[src/rtl/core/rsqe_pkg.sv]
`timescale 1ns / 1ps
// ----------------------------------------------------------------------------
// Road segment quad expander package
// Shared types and constants for the quad expander pipeline.
// ----------------------------------------------------------------------------
package rsqe_pkg;

   // fixed-point format of coordinates
   localparam int FRAC_BITS = 16;

   // squared length at or below which a segment counts as degenerate (length 0.0001)
   localparam logic [60:0] EPS_LEN2 =
      61'((64'd1 << (2 * FRAC_BITS)) / 64'd100000000);

   // tile size after reset, 64.0 in Q16.16
   localparam logic [30:0] TILE_SIZE_RESET = 31'd4194304;

   // 1.0 in Q30
   localparam logic [31:0] ONE_Q30 = 32'h4000_0000;

   // pipeline geometry
   localparam int NORM_STEPS = 5;
   localparam int ROOT_BITS  = 31;
   localparam int QUO_BITS   = 32;

   // one input request, last field in the lowest bits
   typedef struct packed {
      logic [30:0] road_width;
      logic [31:0] stop_z;
      logic [31:0] stop_x;
      logic [31:0] start_z;
      logic [31:0] start_x;
   } rsqe_seg_type;

   // one result, last field in the lowest bits
   typedef struct packed {
      logic [15:0] tile_row;
      logic [15:0] tile_col;
      logic [31:0] left_stop_z;
      logic [31:0] left_stop_x;
      logic [31:0] right_stop_z;
      logic [31:0] right_stop_x;
      logic [31:0] right_start_z;
      logic [31:0] right_start_x;
      logic [31:0] left_start_z;
      logic [31:0] left_start_x;
   } rsqe_rsp_type;

   // data carried from the front end through the square root
   typedef struct packed {
      rsqe_seg_type seg;
      logic [30:0]  ax;
      logic [30:0]  az;
      logic         degen;
      logic         neg_dx;
      logic         neg_dz;
      logic [32:0]  mag_x;
      logic [32:0]  mag_z;
      logic         neg_x;
      logic         neg_z;
      logic [31:0]  tdiv;
   } rsqe_side_type;

   // data carried beside the x unit divider
   typedef struct packed {
      logic        degen;
      logic        neg_dx;
      logic [31:0] sx;
      logic [31:0] sz;
      logic [30:0] w;
   } rsqe_xside_type;

   // data carried beside the z unit divider
   typedef struct packed {
      logic        neg_dz;
      logic [31:0] ex;
      logic [31:0] ez;
   } rsqe_zside_type;

endpackage

[src/rtl/core/rsqe_sqrt.sv]
`timescale 1ns / 1ps
// ----------------------------------------------------------------------------
// Quad expander square root
// Pipelined digit-by-digit integer square root, one result bit per stage.
// ----------------------------------------------------------------------------
module rsqe_sqrt import rsqe_pkg::*; #(
   parameter int SIDE_W = 1
) (
   input  logic                 clock,
   input  logic                 reset,
   input  logic                 en,
   input  logic                 in_valid,
   input  logic [60:0]          in_s,
   input  logic [SIDE_W-1:0]    in_side,
   output logic                 out_valid,
   output logic [ROOT_BITS-1:0] out_root,
   output logic [SIDE_W-1:0]    out_side
);

   logic [61:0]          s_src [0:ROOT_BITS-1];
   logic [ROOT_BITS-1:0] root_src [0:ROOT_BITS-1];
   logic [32:0]          rem_src [0:ROOT_BITS-1];
   logic [SIDE_W-1:0]    side_src [0:ROOT_BITS-1];
   logic                 v_src [0:ROOT_BITS-1];
   logic [ROOT_BITS-1:0] root_in [0:ROOT_BITS-1];
   logic [32:0]          rem_in [0:ROOT_BITS-1];
   logic [61:0]          s_ff [0:ROOT_BITS-1];
   logic [ROOT_BITS-1:0] root_ff [0:ROOT_BITS-1];
   logic [32:0]          rem_ff [0:ROOT_BITS-1];
   logic [SIDE_W-1:0]    side_ff [0:ROOT_BITS-1];
   logic                 v_ff [0:ROOT_BITS-1];

   // bring down one digit pair per stage and try root*4+1
   always_comb begin
      logic [34:0] t;
      logic [34:0] trial;
      logic [34:0] diff;
      logic        ge;
      s_src[0]    = {1'b0, in_s};
      root_src[0] = '0;
      rem_src[0]  = '0;
      side_src[0] = in_side;
      v_src[0]    = in_valid;
      for (int i = 1; i < ROOT_BITS; i++) begin
         s_src[i]    = s_ff[i-1];
         root_src[i] = root_ff[i-1];
         rem_src[i]  = rem_ff[i-1];
         side_src[i] = side_ff[i-1];
         v_src[i]    = v_ff[i-1];
      end
      for (int i = 0; i < ROOT_BITS; i++) begin
         t          = {rem_src[i], s_src[i][2*(ROOT_BITS-1-i) +: 2]};
         trial      = {2'b00, root_src[i], 2'b01};
         ge         = t >= trial;
         diff       = t - trial;
         rem_in[i]  = ge ? diff[32:0] : t[32:0];
         root_in[i] = {root_src[i][ROOT_BITS-2:0], ge};
      end
   end

   always_ff @(posedge clock) begin
      if (reset) begin
         for (int i = 0; i < ROOT_BITS; i++) v_ff[i] <= 1'b0;
      end else if (en) begin
         for (int i = 0; i < ROOT_BITS; i++) v_ff[i] <= v_src[i];
      end
   end

   always_ff @(posedge clock) begin
      if (en) begin
         for (int i = 0; i < ROOT_BITS; i++) begin
            s_ff[i]    <= s_src[i];
            root_ff[i] <= root_in[i];
            rem_ff[i]  <= rem_in[i];
            side_ff[i] <= side_src[i];
         end
      end
   end

   assign out_valid = v_ff[ROOT_BITS-1];
   assign out_root  = root_ff[ROOT_BITS-1];
   assign out_side  = side_ff[ROOT_BITS-1];

endmodule

[config.mk]
export PLATFORM = sky130hd
export DESIGN_NAME = rsqe_sqrt
export DESIGN_NICKNAME = d
export VERILOG_FILES = /design/src/rtl/core/rsqe_pkg.sv /design/src/rtl/core/rsqe_sqrt.sv
export SDC_FILE = /design/constraint.sdc
export NUM_CORES = 2
export LEC_CHECK = 0
export BUFFER_PORTS_ARGS = -buffer_cell sky130_fd_sc_hd__buf_4
export CAP_MARGIN = 20
export CORE_MARGIN = 5
export CORE_UTILIZATION = 35
export DETAILED_ROUTE_END_ITERATION = 12
export HOLD_SLACK_MARGIN = 0.05
export PLACE_DENSITY = 0.51
export SKIP_CTS_REPAIR_TIMING = 1
export SLEW_MARGIN = 20
export SYNTH_ARGS = -nofsm -noshare
export SYNTH_HDL_FRONTEND = slang
export SYNTH_SLANG_ARGS = --single-unit
[constraint.sdc]
create_clock -name clock -period 3.78 [get_ports clock]
set_input_delay 0.378 -clock clock [delete_from_list [all_inputs] [get_ports clock]]
set_output_delay 0.378 -clock clock [all_outputs]
set_load 0.005 [all_outputs]
Word-level counts from Yosys, hierarchy flattened:

Memories as Yosys holds them, arrays and structs flattened.
Index checks and enable logic that the tools add are counted.

* add/subtract/negate cells: 31
* magnitude comparators: 31
* mux-type cells: 68
* bitwise operators: 31

Operators by type and width (number)
* $ge A35 B33 Y1: 30
* $mux W33: 31
* $sub A33 B33 Y33: 30
* $mux W1: 37
* $or A1 B1 Y1: 31
* $sub A1 B1 Y2 const B: 1
* $ge A1 B1 Y1 const B: 1

* register bits: 0
* bits in writable memories: 3968
* output and inout bits: 33
* memories: 5

Memories
* s_ff: words 31, bits a word 62, rd ports 30, clocked after Yosys merged registers in 0, write ports 31, RTL line rsqe_sqrt.sv:27 `logic [61:0] s_ff [0:ROOT_BITS-1];`
* rem_ff: words 31, bits a word 33, rd ports 30, clocked after Yosys merged registers in 0, write ports 31, RTL line rsqe_sqrt.sv:29 `logic [32:0] rem_ff [0:ROOT_BITS-1];`
* root_ff: words 31, bits a word 31, rd ports 31, clocked after Yosys merged registers in 0, write ports 31, RTL line rsqe_sqrt.sv:28 `logic [ROOT_BITS-1:0] root_ff [0:ROOT_BITS-1];`
* side_ff: words 31, bits a word 1, rd ports 31, clocked after Yosys merged registers in 0, write ports 31, RTL line rsqe_sqrt.sv:30 `logic [SIDE_W-1:0] side_ff [0:ROOT_BITS-1];`
* v_ff: words 31, bits a word 1, rd ports 31, clocked after Yosys merged registers in 0, write ports 31, RTL line rsqe_sqrt.sv:31 `logic v_ff [0:ROOT_BITS-1];`

Longest topological paths before layout:

* depth in word-level cells: 4
* depth in mapped cells: 14

Worst setup path after synthesis:

OpenSTA, ideal clock, no wires.

* path type: register to register
* from: memory rem_ff[25][2] (netlist: rem_ff[1][299])
* to: memory rem_ff[26][3] (netlist: rem_ff[1][333]), data pin
* library setup time: 0.260 ns
* data arrival time: 3.234 ns
* data required time: 3.520 ns
* slack: 0.286 ns
* stages on the path, launching flop included: 12
* path buffers: 1
* period minus slack after synthesis: 3.494 ns
* cell sequence: edfxtp_1 > ha_1 > or3_1 > a2bb2oi_1 > a2111oi_2 > nor3_1 > a211oi_1 > o31a_1 > o21ai_1 > a211o_1 > clkbuf_1 > mux2_2

RTL lines (RTL line)
* start, declared: rsqe_sqrt.sv:29

==> flow_summary.html <==
<table>
<tr><th>Metric</th><th>Value</th></tr>
<tr><th colspan="2">Place</th></tr>
<tr><td>Placed cell count</td><td>13,100</td></tr>
<tr><td>IO buf count</td><td>between 90 and 100</td></tr>
<tr><td>Final weighted congestion in routability-driven placement</td><td>0.853</td></tr>
<tr><td>Total half-perimeter wirelength after legalization and detailed placement</td><td>approximately 170 mm</td></tr>
<tr><th colspan="2">Pwr</th></tr>
<tr><td>PD cells</td><td>597 nW/um^2</td></tr>
<tr><td>Proportion of power drawn by combinational gates</td><td>0.193</td></tr>
<tr><td>Sequential Power Share</td><td>0.465</td></tr>
<tr><td>Peak ir drop on the vdd network</td><td>372 uV</td></tr>
<tr><td>Switching share of power</td><td>0.280</td></tr>
<tr><td>Cell leakage power</td><td>49.0 nW</td></tr>
<tr><td>Sw Pwr</td><td>~22 mW</td></tr>
<tr><td>P_int</td><td>55.7 mW</td></tr>
<tr><td>Fraction of power consumed by the clock network</td><td>0.341</td></tr>
<tr><th colspan="2">Routing</th></tr>
<tr><td>Post-detailed-route DRC marker count</td><td>0</td></tr>
<tr><td>Average vias per placed instance</td><td>4.95</td></tr>
<tr><td>DR pass1 iterations</td><td>6</td></tr>
<tr><td>Detailed Route Iter0 Violations</td><td>roughly 4,500</td></tr>
<tr><td>Average wire length per cell after detail routing</td><td>17.3 microns</td></tr>
<tr><td>Remaining antenna violation count after routing</td><td>0</td></tr>
<tr><td>WL final</td><td>236 mm</td></tr>
<tr><td>Via count</td><td>just under 70,000</td></tr>
<tr><th colspan="2">Yosys</th></tr>
<tr><td>Cell variety after synth</td><td>93</td></tr>
<tr><td>Synth top area share</td><td>0.647</td></tr>
<tr><td>Commonest register cell after synthesis</td><td>edfxtp_1</td></tr>
<tr><td>Netlist area before placement</td><td>112,000 sq um</td></tr>
<tr><td>Number of nets in the synthesized netlist</td><td>9,254</td></tr>
<tr><td>Count of flip-flops with a built-in enable after synthesis</td><td>2,423</td></tr>
<tr><td>Top cells by area, synth</td><td>edfxtp_1 65%, ha_1 5.9%, xnor2_1 3.1%, xor2_1 2.7%, a21oi_1 2.5%</td></tr>
<tr><td>Post-synthesis cell count</td><td>8,662</td></tr>
<tr><td>Mean area per synthesized cell</td><td>about 13 sq um</td></tr>
<tr><td>Ys async rst share</td><td>0</td></tr>
<tr><td>Share of the yosys chip area belonging to registers</td><td>0.647</td></tr>
<tr><td>Count of state elements after synthesis</td><td>2,423</td></tr>
<tr><td>Area leader, netlist</td><td>edfxtp_1</td></tr>
<tr><td>Total of warnings raised by yosys</td><td>0</td></tr>
<tr><th colspan="2">GRT</th></tr>
<tr><td>Antenna violations before repair</td><td>1</td></tr>
<tr><td>Pin count of the biggest net entering global routing</td><td>approximately 120</td></tr>
<tr><td>GRT Resource Usage Total</td><td>0.138</td></tr>
<tr><td>Global-route wire length before repair</td><td>373 mm</td></tr>
<tr><td>Vias in the first global route</td><td>67,300</td></tr>
<tr><td>GRT overflow</td><td>0</td></tr>
<tr><th colspan="2">Setup path</th></tr>
<tr><td>Arrival time worst endpoint</td><td>4.33 ns</td></tr>
<tr><td>Critical path type</td><td>reg -&gt; reg</td></tr>
<tr><td>Crit Path Max Fanout</td><td>31</td></tr>
<tr><td>Ordered list of cells on the worst path</td><td>ha_1 -&gt; or3_1 -&gt; a2bb2oi_2 -&gt; a2111oi_2 -&gt; buf_4 -&gt; nor3_1 -&gt; a211oi_1 -&gt; buf_4 -&gt; o31a_1 -&gt; o21ai_1 -&gt; a211o_1 -&gt; buf_12 -&gt; mux2_2</td></tr>
<tr><td>Slowest stage cell, crit path</td><td>or3_1</td></tr>
<tr><td>Worst setup SP type</td><td>flip-flop</td></tr>
<tr><td>Category of the worst setup path capture point</td><td>flip-flop</td></tr>
<tr><td>Longest individual stage delay on the worst path</td><td>approximately 0.40 ns</td></tr>
<tr><td>Critical Path RT</td><td>4.38 ns</td></tr>
<tr><td>Most frequent cell on the critical path</td><td>buf_4</td></tr>
<tr><th colspan="2">Finish</th></tr>
<tr><td>Fraction of layout instances using a drive strength above 1</td><td>0.0955</td></tr>
<tr><td>Relative area change from synthesis to final layout</td><td>15.2%</td></tr>
<tr><td>Total of fill cells in the finished design</td><td>around 30,000</td></tr>
<tr><td>NumNets Final</td><td>a little under 10,000</td></tr>
<tr><td>Layout Cells excl Fill</td><td>about 14,000</td></tr>
<tr><td>Most common cell after layout, fill and taps aside</td><td>edfxtp_1</td></tr>
<tr><td>Commonest cells after routing, fill and taps aside</td><td>2,423 x edfxtp_1, 671 x inv_1, 554 x nor2_1, 549 x a21oi_1, 546 x nand2_1</td></tr>
<tr><th colspan="2">Floorplanning</th></tr>
<tr><td>I/O pin count</td><td>99</td></tr>
<tr><td>Core Footprint</td><td>321,000 sq um</td></tr>
<tr><td>Initial core utilization</td><td>0.351</td></tr>
<tr><td>Die footprint</td><td>between 300,000 and 400,000 sq um</td></tr>
<tr><td>X dimension of the die</td><td>a little under 600 microns</td></tr>
<tr><td>Die Y-Extent</td><td>577 microns</td></tr>
<tr><td>Placement Rows</td><td>208</td></tr>
<tr><th colspan="2">Clocking</th></tr>
<tr><td>Max clock buf depth</td><td>4</td></tr>
<tr><td>Insertion delay of the later-clocked pin in the worst-skew pair</td><td>0.87 ns</td></tr>
<tr><td>CTS Root Cell</td><td>clkbuf_16</td></tr>
<tr><td>Total clock buffers created by CTS</td><td>282</td></tr>
<tr><td>H-tree depth</td><td>5</td></tr>
<tr><td>Clk sinks</td><td>2,423</td></tr>
<tr><td>Clock Pin Slew Worst Setup and Hold Paths</td><td>0.06 ns</td></tr>
<tr><td>CTS tree</td><td>built</td></tr>
<tr><th colspan="2">STA</th></tr>
<tr><td>Unrepaired setup endpoints after global routing</td><td>no</td></tr>
<tr><td>Final Hold Fails</td><td>0</td></tr>
<tr><td>Max-slew headroom</td><td>0.441</td></tr>
<tr><td>Worst-Margin Slew</td><td>0.837 ns</td></tr>
<tr><td>Number of setup violations in the final report</td><td>0</td></tr>
<tr><td>Final-report max-slew violation count</td><td>0</td></tr>
<tr><td>Maximum clock frequency</td><td>268 MHz</td></tr>
<tr><td>Final total negative setup slack</td><td>0 ns</td></tr>
<tr><td>Worst clock skew on the final layout</td><td>0.0542 ns</td></tr>
<tr><td>Final cycle utilization of the critical path</td><td>0.987</td></tr>
<tr><td>Final critical-path required period</td><td>3.73 ns</td></tr>
<tr><th colspan="2">Run status</th></tr>
<tr><td>Run status</td><td>complete, no violations</td></tr>
<tr><th colspan="2">Job</th></tr>
<tr><td>Maximum capacitance violations</td><td>0</td></tr>
<tr><th colspan="2">Hold path</th></tr>
<tr><td>Hold Crit Class</td><td>in -&gt; reg</td></tr>
</table>
[per-layer routing]
metal	vias to the layer above	track usage	share of wire
met4	0	0.0366	0.025
met1	32800	0.179	0.44
met5	-	0	0
li1	33100	-	-
met2	1232	0.240	0.49
met3	400	0.0220	0.041
[metrics by stage]
step | power, mW | worst slack, ns | utilization | hold slack, ns | instance area [sq um]
3_5_place_dp | 51.4 | 0.104 | 0.374 | 0.405 | 120000
3_3_place_gp | 51.2 | 0.133 | 0.374 | 0.400 | 120000
2_1_floorplan | 46.3 | 0.286 | - | 0.400 | 112000
6_report | 77.3 | 0.0479 | 0.404 | 0.229 | 130000
4_1_cts | 78.4 | 0.0901 | 0.402 | -0.425 | 129000
5_1_grt | 81.6 | 0.000376 | 0.404 | 0.163 | 130000
[cells in the mapped netlist (101+ instances only)]
| cell type | number |
|---|---|
| inv_1 | 671 |
| edfxtp_1 | 2423 |
| a21o_1 | 214 |
| xor2_1 | 350 |
| nor3_1 | 223 |
| ha_1 | 526 |
| nor4_1 | 109 |
| a21oi_1 | 551 |
| o21ai_0 | 412 |
| nand3_1 | 165 |
| xnor2_1 | 403 |
| nand4_1 | 101 |
| nand2_1 | 546 |
| nor2_1 | 556 |
| clkbuf_1 | 135 |
[state kept, by name, summed over array words and instances (netlist names)]
signal,cells
root_ff,494
rem_ff,935
s_ff,932
side_ff,31
v_ff,31
[power groups by stage]
stage	registers (mW)	logic (mW)	clock network [mW]
floorplan	35.5	10.8	0
global placement	36.6	14.6	0
detailed placement	36.6	14.8	0
CTS	36.1	14.9	27.5
global route	36.3	16.7	28.6
finish	36.0	14.9	26.4
[logic make-up after synthesis]
| kind of cell | Yosys count | share of synthesized area |
|---|---|---|
| buf+inv | 867 | 0.0301 |
| flops | 2423 | 0.647 |
| other cells | 1 | 0.0000333 |
| fa+ha+maj | 526 | 0.0585 |
| xor+xnor | 753 | 0.0586 |
| simple gates | 2263 | 0.0999 |
| compound gates | 1715 | 0.0946 |
| mux | 114 | 0.0112 |
[worst paths after layout]
path,cells after the start,endpoint,slack (ns),start
max,13,rem_ff[1][332]$_DFFE_PP_,0.05,rem_ff[1][299]$_DFFE_PP_
min,2,s_ff[0][58]$_DFFE_PP_,0.23,in_s[58]
max reg2reg,13,rem_ff[1][332]$_DFFE_PP_,0.05,rem_ff[1][299]$_DFFE_PP_
min reg2reg,0,s_ff[0][265]$_DFFE_PP_,0.40,s_ff[0][203]$_DFFE_PP_
[critical path: cells and delay by family (launching register included)]
family | cells | cell delay (ns)
buffers and inverters | 3 | 0.54
flip-flops | 1 | 0.38
AND/OR/NAND/NOR | 2 | 0.46
AO/OA/AOI/OAI | 6 | 1.50
adder cells (fa/ha/maj) | 1 | 0.25
multiplexers | 1 | 0.29
[layout make-up]
type                    instances  area [sq um]  share of cell area
flip-flops and latches       2423         72800               0.562
multi-input cells            5372         36500               0.282
clock buffers                 331          7370              0.0569
well taps                    4305          5390              0.0416
repair buffers                365          3360              0.0259
inverters                     676          2540              0.0196
clock inverters               172          1620              0.0125
diodes                          2          5.00           0.0000386
Power figures use the tool's default switching activity.
